$ cat config.mk
export PLATFORM = sky130hd
export DESIGN_NAME = vigenere_cbc_encrypt
export DESIGN_NICKNAME = d
export VERILOG_FILES = /design/src/design/vcbc_pkg.sv /design/src/design/vigenere_cbc_encrypt.sv
export SDC_FILE = /design/constraint.sdc
export NUM_CORES = 1
export LEC_CHECK = 0
export ABC_AREA = 1
export BUFFER_PORTS_ARGS = -buffer_cell sky130_fd_sc_hd__buf_2
export CAP_MARGIN = 20
export CORE_MARGIN = 1
export CORE_UTILIZATION = 56
export CTS_CLUSTER_SIZE = 14
export DETAILED_ROUTE_END_ITERATION = 16
export PLACE_DENSITY = 0.81
export SLEW_MARGIN = 20
export SYNTH_ARGS = -nofsm -noshare
export SYNTH_HDL_FRONTEND = slang
export SYNTH_SLANG_ARGS = --single-unit
$ cat constraint.sdc
create_clock -name aclk -period 5.3 [get_ports aclk]
set_clock_uncertainty 0.15 [all_clocks]
set_input_delay 0.53 -clock aclk [delete_from_list [all_inputs] [get_ports aclk]]
set_output_delay 0.53 -clock aclk [all_outputs]
set_load 0.05 [all_outputs]
$ cat src/design/vcbc_pkg.sv
// Shared types, constants and letter arithmetic for the Vigenere CBC encryptor.
package vcbc_pkg;

    localparam int MAX_KEY_LETTERS = 8;
    localparam int LETTER_W        = 5;
    localparam int PACK_LETTERS    = 8;
    localparam int PACK_W          = LETTER_W * PACK_LETTERS;
    localparam int LEN_REG_W       = 4;
    localparam int POS_W           = (MAX_KEY_LETTERS > 1) ? $clog2(MAX_KEY_LETTERS) : 1;
    localparam int LEN_W           = $clog2(MAX_KEY_LETTERS + 1);
    localparam int SUM_W           = 7;
    localparam int APB_DATA_W      = 64;
    localparam int APB_ADDR_W      = 5;

    localparam logic [LETTER_W-1:0] ALPHABET = LETTER_W'(26);

    // Register byte addresses (registers are 8 bytes apart).
    localparam logic [APB_ADDR_W-1:0] ADDR_KEY_LETTERS = APB_ADDR_W'(0);
    localparam logic [APB_ADDR_W-1:0] ADDR_KEY_LENGTH  = APB_ADDR_W'(8);
    localparam logic [APB_ADDR_W-1:0] ADDR_IV_LETTERS  = APB_ADDR_W'(16);

    typedef struct packed {
        logic [LETTER_W-1:0] plain_letter;
        logic                message_end;
    } in_item_t;

    typedef struct packed {
        logic [LETTER_W-1:0] cipher_letter;
        logic                run_last;
    } out_item_t;

    // Letter n of a packed 40-bit letter word; positions past the word read as zero.
    function automatic logic [LETTER_W-1:0] letter_at(input logic [PACK_W-1:0] packed_word,
                                                      input logic [POS_W-1:0]  n);
        logic [LETTER_W-1:0] result;
        result = '0;
        for (int i = 0; i < PACK_LETTERS; i++) begin
            if (32'(n) == i) begin
                result = packed_word[LETTER_W*i +: LETTER_W];
            end
        end
        return result;
    endfunction

    // Reduce a three-letter sum (at most 93) to 0..25.
    function automatic logic [LETTER_W-1:0] mod_alphabet(input logic [SUM_W-1:0] sum);
        logic [SUM_W-1:0] r;
        if (sum >= SUM_W'(78)) begin
            r = sum - SUM_W'(78);
        end else if (sum >= SUM_W'(52)) begin
            r = sum - SUM_W'(52);
        end else if (sum >= SUM_W'(26)) begin
            r = sum - SUM_W'(26);
        end else begin
            r = sum;
        end
        return r[LETTER_W-1:0];
    endfunction

endpackage

$ cat src/design/vigenere_cbc_encrypt.sv
// Vigenere cipher in a CBC-style chain, with a shared add and reduce unit under a sequencer.
// An accepted request starts the sequencer, and no new one is taken until it is idle again.
// Results enter the output register when it is empty or being emptied; a message's last letter is
// followed by its pads; the single unit makes one letter per cycle unless the output stalls.
// Reset (aresetn low at a rising edge): sequencer idle, output empty, block position zero,
// first block set, key and IV zero, key length one. The chain store is not cleared.
module vigenere_cbc_encrypt (
    input  logic                              aclk,
    input  logic                              aresetn,
    input  logic                              s_valid,
    output logic                              s_ready,
    input  vcbc_pkg::in_item_t                s_data,
    output logic                              m_valid,
    input  logic                              m_ready,
    output vcbc_pkg::out_item_t               m_data,
    input  logic                              psel,
    input  logic                              penable,
    input  logic                              pwrite,
    input  logic [vcbc_pkg::APB_ADDR_W-1:0]   paddr,
    input  logic [vcbc_pkg::APB_DATA_W-1:0]   pwdata,
    output logic [vcbc_pkg::APB_DATA_W-1:0]   prdata,
    output logic                              pready
);
    import vcbc_pkg::*;

    localparam logic ST_IDLE = 1'b0;
    localparam logic ST_CALC = 1'b1;

    // Configuration registers.
    logic [PACK_W-1:0]    key_letters_reg;
    logic [LEN_REG_W-1:0] key_length_reg;
    logic [PACK_W-1:0]    iv_letters_reg;

    // Sequencer and block state.
    logic                 state_reg, state_next;
    logic [POS_W-1:0]     pos_reg, pos_next;
    logic                 first_reg, first_next;
    logic [LETTER_W-1:0]  plain_reg;
    logic                 last_reg;
    logic                 pad_phase_reg, pad_phase_next;
    logic [POS_W-1:0]     pad_reg, pad_next;

    // Ciphertext of the previous block, one letter per position.
    logic [LETTER_W-1:0]  chain_mem [MAX_KEY_LETTERS];

    // Output register.
    logic                 m_valid_reg, m_valid_next;
    out_item_t            m_data_reg;

    logic                 cfg_write;
    logic [LEN_W-1:0]     blk_len;
    logic                 accept;
    logic                 load_out;
    logic [LETTER_W-1:0]  operand;
    logic [LETTER_W-1:0]  chain_letter;
    logic [SUM_W-1:0]     sum;
    logic [LETTER_W-1:0]  cipher;
    logic [LEN_W:0]       pos_inc;
    logic                 block_done;
    logic                 fin;

    assign pready    = 1'b1;
    assign cfg_write = psel && penable && pwrite;

    always_comb begin
        unique case (paddr)
            ADDR_KEY_LETTERS: prdata = APB_DATA_W'(key_letters_reg);
            ADDR_KEY_LENGTH:  prdata = APB_DATA_W'(key_length_reg);
            ADDR_IV_LETTERS:  prdata = APB_DATA_W'(iv_letters_reg);
            default:          prdata = '0;
        endcase
    end

    // Block length: a length of zero counts as one, and it saturates at the store depth.
    always_comb begin
        if (key_length_reg == '0) begin
            blk_len = LEN_W'(1);
        end else if (32'(key_length_reg) > MAX_KEY_LETTERS) begin
            blk_len = LEN_W'(MAX_KEY_LETTERS);
        end else begin
            blk_len = LEN_W'(key_length_reg);
        end
    end

    assign s_ready  = (state_reg == ST_IDLE);
    assign accept   = s_valid && s_ready;
    // The unit fires when the output register is empty or being emptied this cycle.
    assign load_out = (state_reg == ST_CALC) && (!m_valid_reg || m_ready);

    // The shared unit: the letter (or pad) plus chain plus key, reduced mod 26.
    assign operand      = pad_phase_reg ? LETTER_W'(pad_reg) : plain_reg;
    assign chain_letter = first_reg ? letter_at(iv_letters_reg, pos_reg) : chain_mem[pos_reg];
    assign sum          = SUM_W'(operand) + SUM_W'(chain_letter)
                        + SUM_W'(letter_at(key_letters_reg, pos_reg));
    assign cipher       = mod_alphabet(sum);

    assign pos_inc    = (LEN_W + 1)'(pos_reg) + (LEN_W + 1)'(1);
    assign block_done = (pos_inc >= (LEN_W + 1)'(blk_len));
    // The final result of a message: the last letter's block is full after this one.
    assign fin        = last_reg && block_done;

    always_comb begin
        state_next     = state_reg;
        pos_next       = pos_reg;
        first_next     = first_reg;
        pad_phase_next = pad_phase_reg;
        pad_next       = pad_reg;
        m_valid_next   = m_valid_reg;
        if (m_valid_reg && m_ready) begin
            m_valid_next = 1'b0;
        end
        priority if (accept) begin
            state_next     = ST_CALC;
            pad_phase_next = 1'b0;
            pad_next       = '0;
            // A key length lowered mid-block starts a new chained block.
            if ((LEN_W + 1)'(pos_reg) >= (LEN_W + 1)'(blk_len)) begin
                pos_next   = '0;
                first_next = 1'b0;
            end
        end else if (load_out) begin
            m_valid_next = 1'b1;
            if (!last_reg) begin
                state_next = ST_IDLE;
                if (block_done) begin
                    pos_next   = '0;
                    first_next = 1'b0;
                end else begin
                    pos_next = pos_inc[POS_W-1:0];
                end
            end else if (fin) begin
                // Message complete: the next message chains from the IV again.
                state_next = ST_IDLE;
                pos_next   = '0;
                first_next = 1'b1;
            end else begin
                pos_next       = pos_inc[POS_W-1:0];
                pad_phase_next = 1'b1;
                if (pad_phase_reg) begin
                    pad_next = pad_reg + POS_W'(1);
                end
            end
        end
    end

    always_ff @(posedge aclk) begin
        if (!aresetn) begin
            state_reg       <= ST_IDLE;
            pos_reg         <= '0;
            first_reg       <= 1'b1;
            pad_phase_reg   <= 1'b0;
            pad_reg         <= '0;
            m_valid_reg     <= 1'b0;
            key_letters_reg <= '0;
            key_length_reg  <= LEN_REG_W'(1);
            iv_letters_reg  <= '0;
        end else begin
            state_reg     <= state_next;
            pos_reg       <= pos_next;
            first_reg     <= first_next;
            pad_phase_reg <= pad_phase_next;
            pad_reg       <= pad_next;
            m_valid_reg   <= m_valid_next;
            if (cfg_write) begin
                unique case (paddr)
                    ADDR_KEY_LETTERS: key_letters_reg <= pwdata[PACK_W-1:0];
                    ADDR_KEY_LENGTH:  key_length_reg  <= pwdata[LEN_REG_W-1:0];
                    ADDR_IV_LETTERS:  iv_letters_reg  <= pwdata[PACK_W-1:0];
                    default: ;
                endcase
            end
        end
    end

    // Payload registers carry no reset.
    always_ff @(posedge aclk) begin
        if (accept) begin
            plain_reg <= s_data.plain_letter;
            last_reg  <= s_data.message_end;
        end
        if (load_out) begin
            m_data_reg.cipher_letter <= cipher;
            m_data_reg.run_last      <= fin;
            chain_mem[pos_reg]       <= cipher;
        end
    end

    assign m_valid = m_valid_reg;
    assign m_data  = m_data_reg;

`ifndef SYNTHESIS
    a_cipher_range: assert property (@(posedge aclk) disable iff (!aresetn)
        m_valid |-> (m_data.cipher_letter < ALPHABET))
        else $error("cipher letter out of range");

    a_accept_starts: assert property (@(posedge aclk) disable iff (!aresetn)
        accept |=> (state_reg == ST_CALC))
        else $error("accepted request did not start the sequencer");

    a_message_restart: assert property (@(posedge aclk) disable iff (!aresetn)
        (load_out && fin) |=> (first_reg && (pos_reg == '0) && (state_reg == ST_IDLE)))
        else $error("message end did not restart the chain");

    a_load_fills_output: assert property (@(posedge aclk) disable iff (!aresetn)
        load_out |=> m_valid_reg)
        else $error("computed letter was not presented");
`endif

endmodule

==> flow_metrics.tcl <==
set metrics [dict create \
    clk_pin_slew_ps 60 \
    cts_max_level 4 \
    cts_tree "yes" \
    ioPinCount 155 \
    drc 0 \
    p_sw_mw 2.08 \
    dr.pass1.iters 5 \
    final_antenna_net_count 0 \
    n_fill_cell 1207 \
    port_buffers 105 \
    drt-initial-drc-count 602 \
    p_int_mw 2.98 \
    die_h_um 122 \
    syn_avg_cell_area_sq_um 7.72 \
    setup_tns_ps 0 \
    peakVddDrop_mv 0.435 \
    yosysTopAreaCell "dfxtp_1" \
    setup_viol 0 \
    r2r-end "chain_mem[5][3]" \
    p_leak_nw 4.02 \
    drive_above_1_share 0.166 \
    start_util 0.575 \
    yosysSeqAreaShare 0.437 \
    status "completed" \
    slew_violations 0 \
    rows 43 \
    cp_common_cell "nand2_1" \
    synth_top_area_frac 0.242 \
    reg2reg_from "pos_reg[0]" \
    vias 7198 \
    hold_buffers 0 \
    synthCells 1037 \
    critical_path_class "reg2reg" \
    dieArea_sq_mm 0.0148 \
    whs_endpoint "plain_reg[1]" \
    r2r_cells 28 \
    power_mw 5.06 \
    cts_made_buffers 17 \
    crit_path_start_kind "flip-flop" \
    crit_path_max_incr_delay_ps 470 \
    antenna_found_initial 0 \
    crit_fanout 13 \
    regToRegSetupSlack_ps 410 \
    p_seq_frac 0.335 \
    grt_max_degree 65 \
    min_path_type "in2reg" \
    comb_power_share 0.453 \
    min_path_cells 1 \
    clk_path_buf_depth 2 \
    max_clock_freq_ghz 0.204 \
    first_global_vias 6536 \
    period_share 0.923 \
    rsz0062_at_grt "false" \
    worstPathRequired_ps 5250 \
    clock-root-buffer "clkbuf_16" \
    core_sq_mm 0.0139 \
    synth_seq_cells 149 \
    synth_cell_types 41 \
    grt_pass1_wl_um 32300 \
    synth_area_leaders "dfxtp_1, edfxtp_1, nand2_1, a21oi_1, inv_1" \
    post_cts_buffers 0 \
    slew_headroom 0.454 \
    cts_resized 0 \
    p_per_area_mw_per_mm2 558 \
    worstSetupEndpointType "flip-flop" \
    syn_area_sq_mm 0.00801 \
    hold_violations 0 \
    grt_overflow 0 \
    fin_nets 1244 \
    dpl.hpwl_um 14100 \
    finish.utilization 0.651 \
    final_common_cell "nand2_1" \
    clkSinkCount 149 \
    die_x_um 122 \
    p_clk_frac 0.212 \
    cp_slowest_cell "fa_1" \
    fin_crit_ps 4890 \
    gp_congestion 0.888 \
    viasPerCell 5.44 \
    grt_usage 0.284 \
    final_cell_mix "nand2_1, inv_1, buf_2" \
    swShare 0.411 \
    area_growth_pct 13.3 \
    num_antenna_cells 0 \
    worstMarginPinSlew_ps 812 \
    maxCapViolCount 0 \
    worstPathArrival_ps 4850 \
    drt_wl_total_um 19800 \
    wire_per_inst_um 14.9 \
    insertion_delay_ps 430 \
    yosys_warnings 0 \
    min_from "s_data[2]" \
]
-- per-layer routing --
layer	wire (um)	vias up	track usage
met5	0	-	0
met4	460	0	0.0988
met3	1250	42	0.0604
met2	9270	289	0.445
met1	8770	3290	0.387
li1	-	3577	-
-- per-stage QoR --
step           instance area, sq um  setup WS, ps  cells  hold WS [ps]
2_1_floorplan                  8100           737   1060           291
3_3_place_gp                   8530           390   1292           302
3_5_place_dp                   8530           241   1292           310
4_1_cts                        9050           198   1324           118
5_1_grt                        9080          22.6   1324           115
6_report                       9080           409   1324           127
-- power groups by stage --
stage | Clock (mW) | Combinational (mW) | Sequential (mW)
2_1_floorplan | 0 | 1.58 | 1.78
3_3_place_gp | 0 | 2.16 | 1.72
3_5_place_dp | 0 | 2.24 | 1.72
4_1_cts | 1.08 | 2.25 | 1.70
5_1_grt | 1.13 | 2.56 | 1.71
6_report | 1.07 | 2.29 | 1.70
-- critical path, delay by kind of cell, from the launching register on --
family / cells / cell delay [ps]
flip-flops: 1 / 430
adder cells (fa/ha/maj): 5 / 1660
AND/OR/NAND/NOR: 15 / 1500
buffers and inverters: 5 / 480
AO/OA/AOI/OAI: 3 / 340
-- cell usage after synthesis, drive strengths merged --
cell type	number
o21ai	126
nand4	3
ha	25
dfxtp	97
a22o	3
mux2i	2
xnor2	3
conb	2
nand3	61
a21boi	2
o21bai	2
o211ai	7
nor4	1
xor2	2
inv	127
a21oi	102
nor3	8
edfxtp	52
clkbuf	24
or2	2
o22ai	18
a32o	5
fa	6
clkinv	4
nand2	214
buf	46
nor2	88
a22oi	5
-- cells by family after synthesis --
logic type               synth area share
AND/OR/NAND/NOR                     0.198
other                            0.000938
multiplexers                      0.00250
flip-flops                          0.437
adder cells (fa/ha/maj)            0.0541
XOR/XNOR                          0.00547
AO/OA/AOI/OAI                       0.184
buffers and inverters               0.117
-- worst max-delay path by stage --
| stage | endpoint | cells after the start | slack, ps | from |
|---|---|---|---|---|
| after floorplan | chain_mem[0][2] | 24 | 740 | pos_reg[0] |
| after global placement | chain_mem[5][2] | 24 | 390 | pos_reg[0] |
| after detailed placement | chain_mem[5][2] | 23 | 240 | pos_reg[0] |
| after CTS | chain_mem[5][2] | 23 | 200 | pos_reg[0] |
| after global routing | chain_mem[0][1] | 24 | 20 | pos_reg[0] |
| final | chain_mem[5][3] | 28 | 410 | pos_reg[0] |
-- cell type report --
cell class / instances / area, sq um / share of cell area
multi-input combinational: 710 / 3670 / 0.405
sequential: 149 / 3500 / 0.386
timing repair buffer: 122 / 653 / 0.0720
inverter: 131 / 497 / 0.0547
clock buffer: 21 / 440 / 0.0485
tap: 180 / 225 / 0.0248
clock inverter: 11 / 83.8 / 0.00924
No activity file was read; power rests on OpenSTA's default activity.
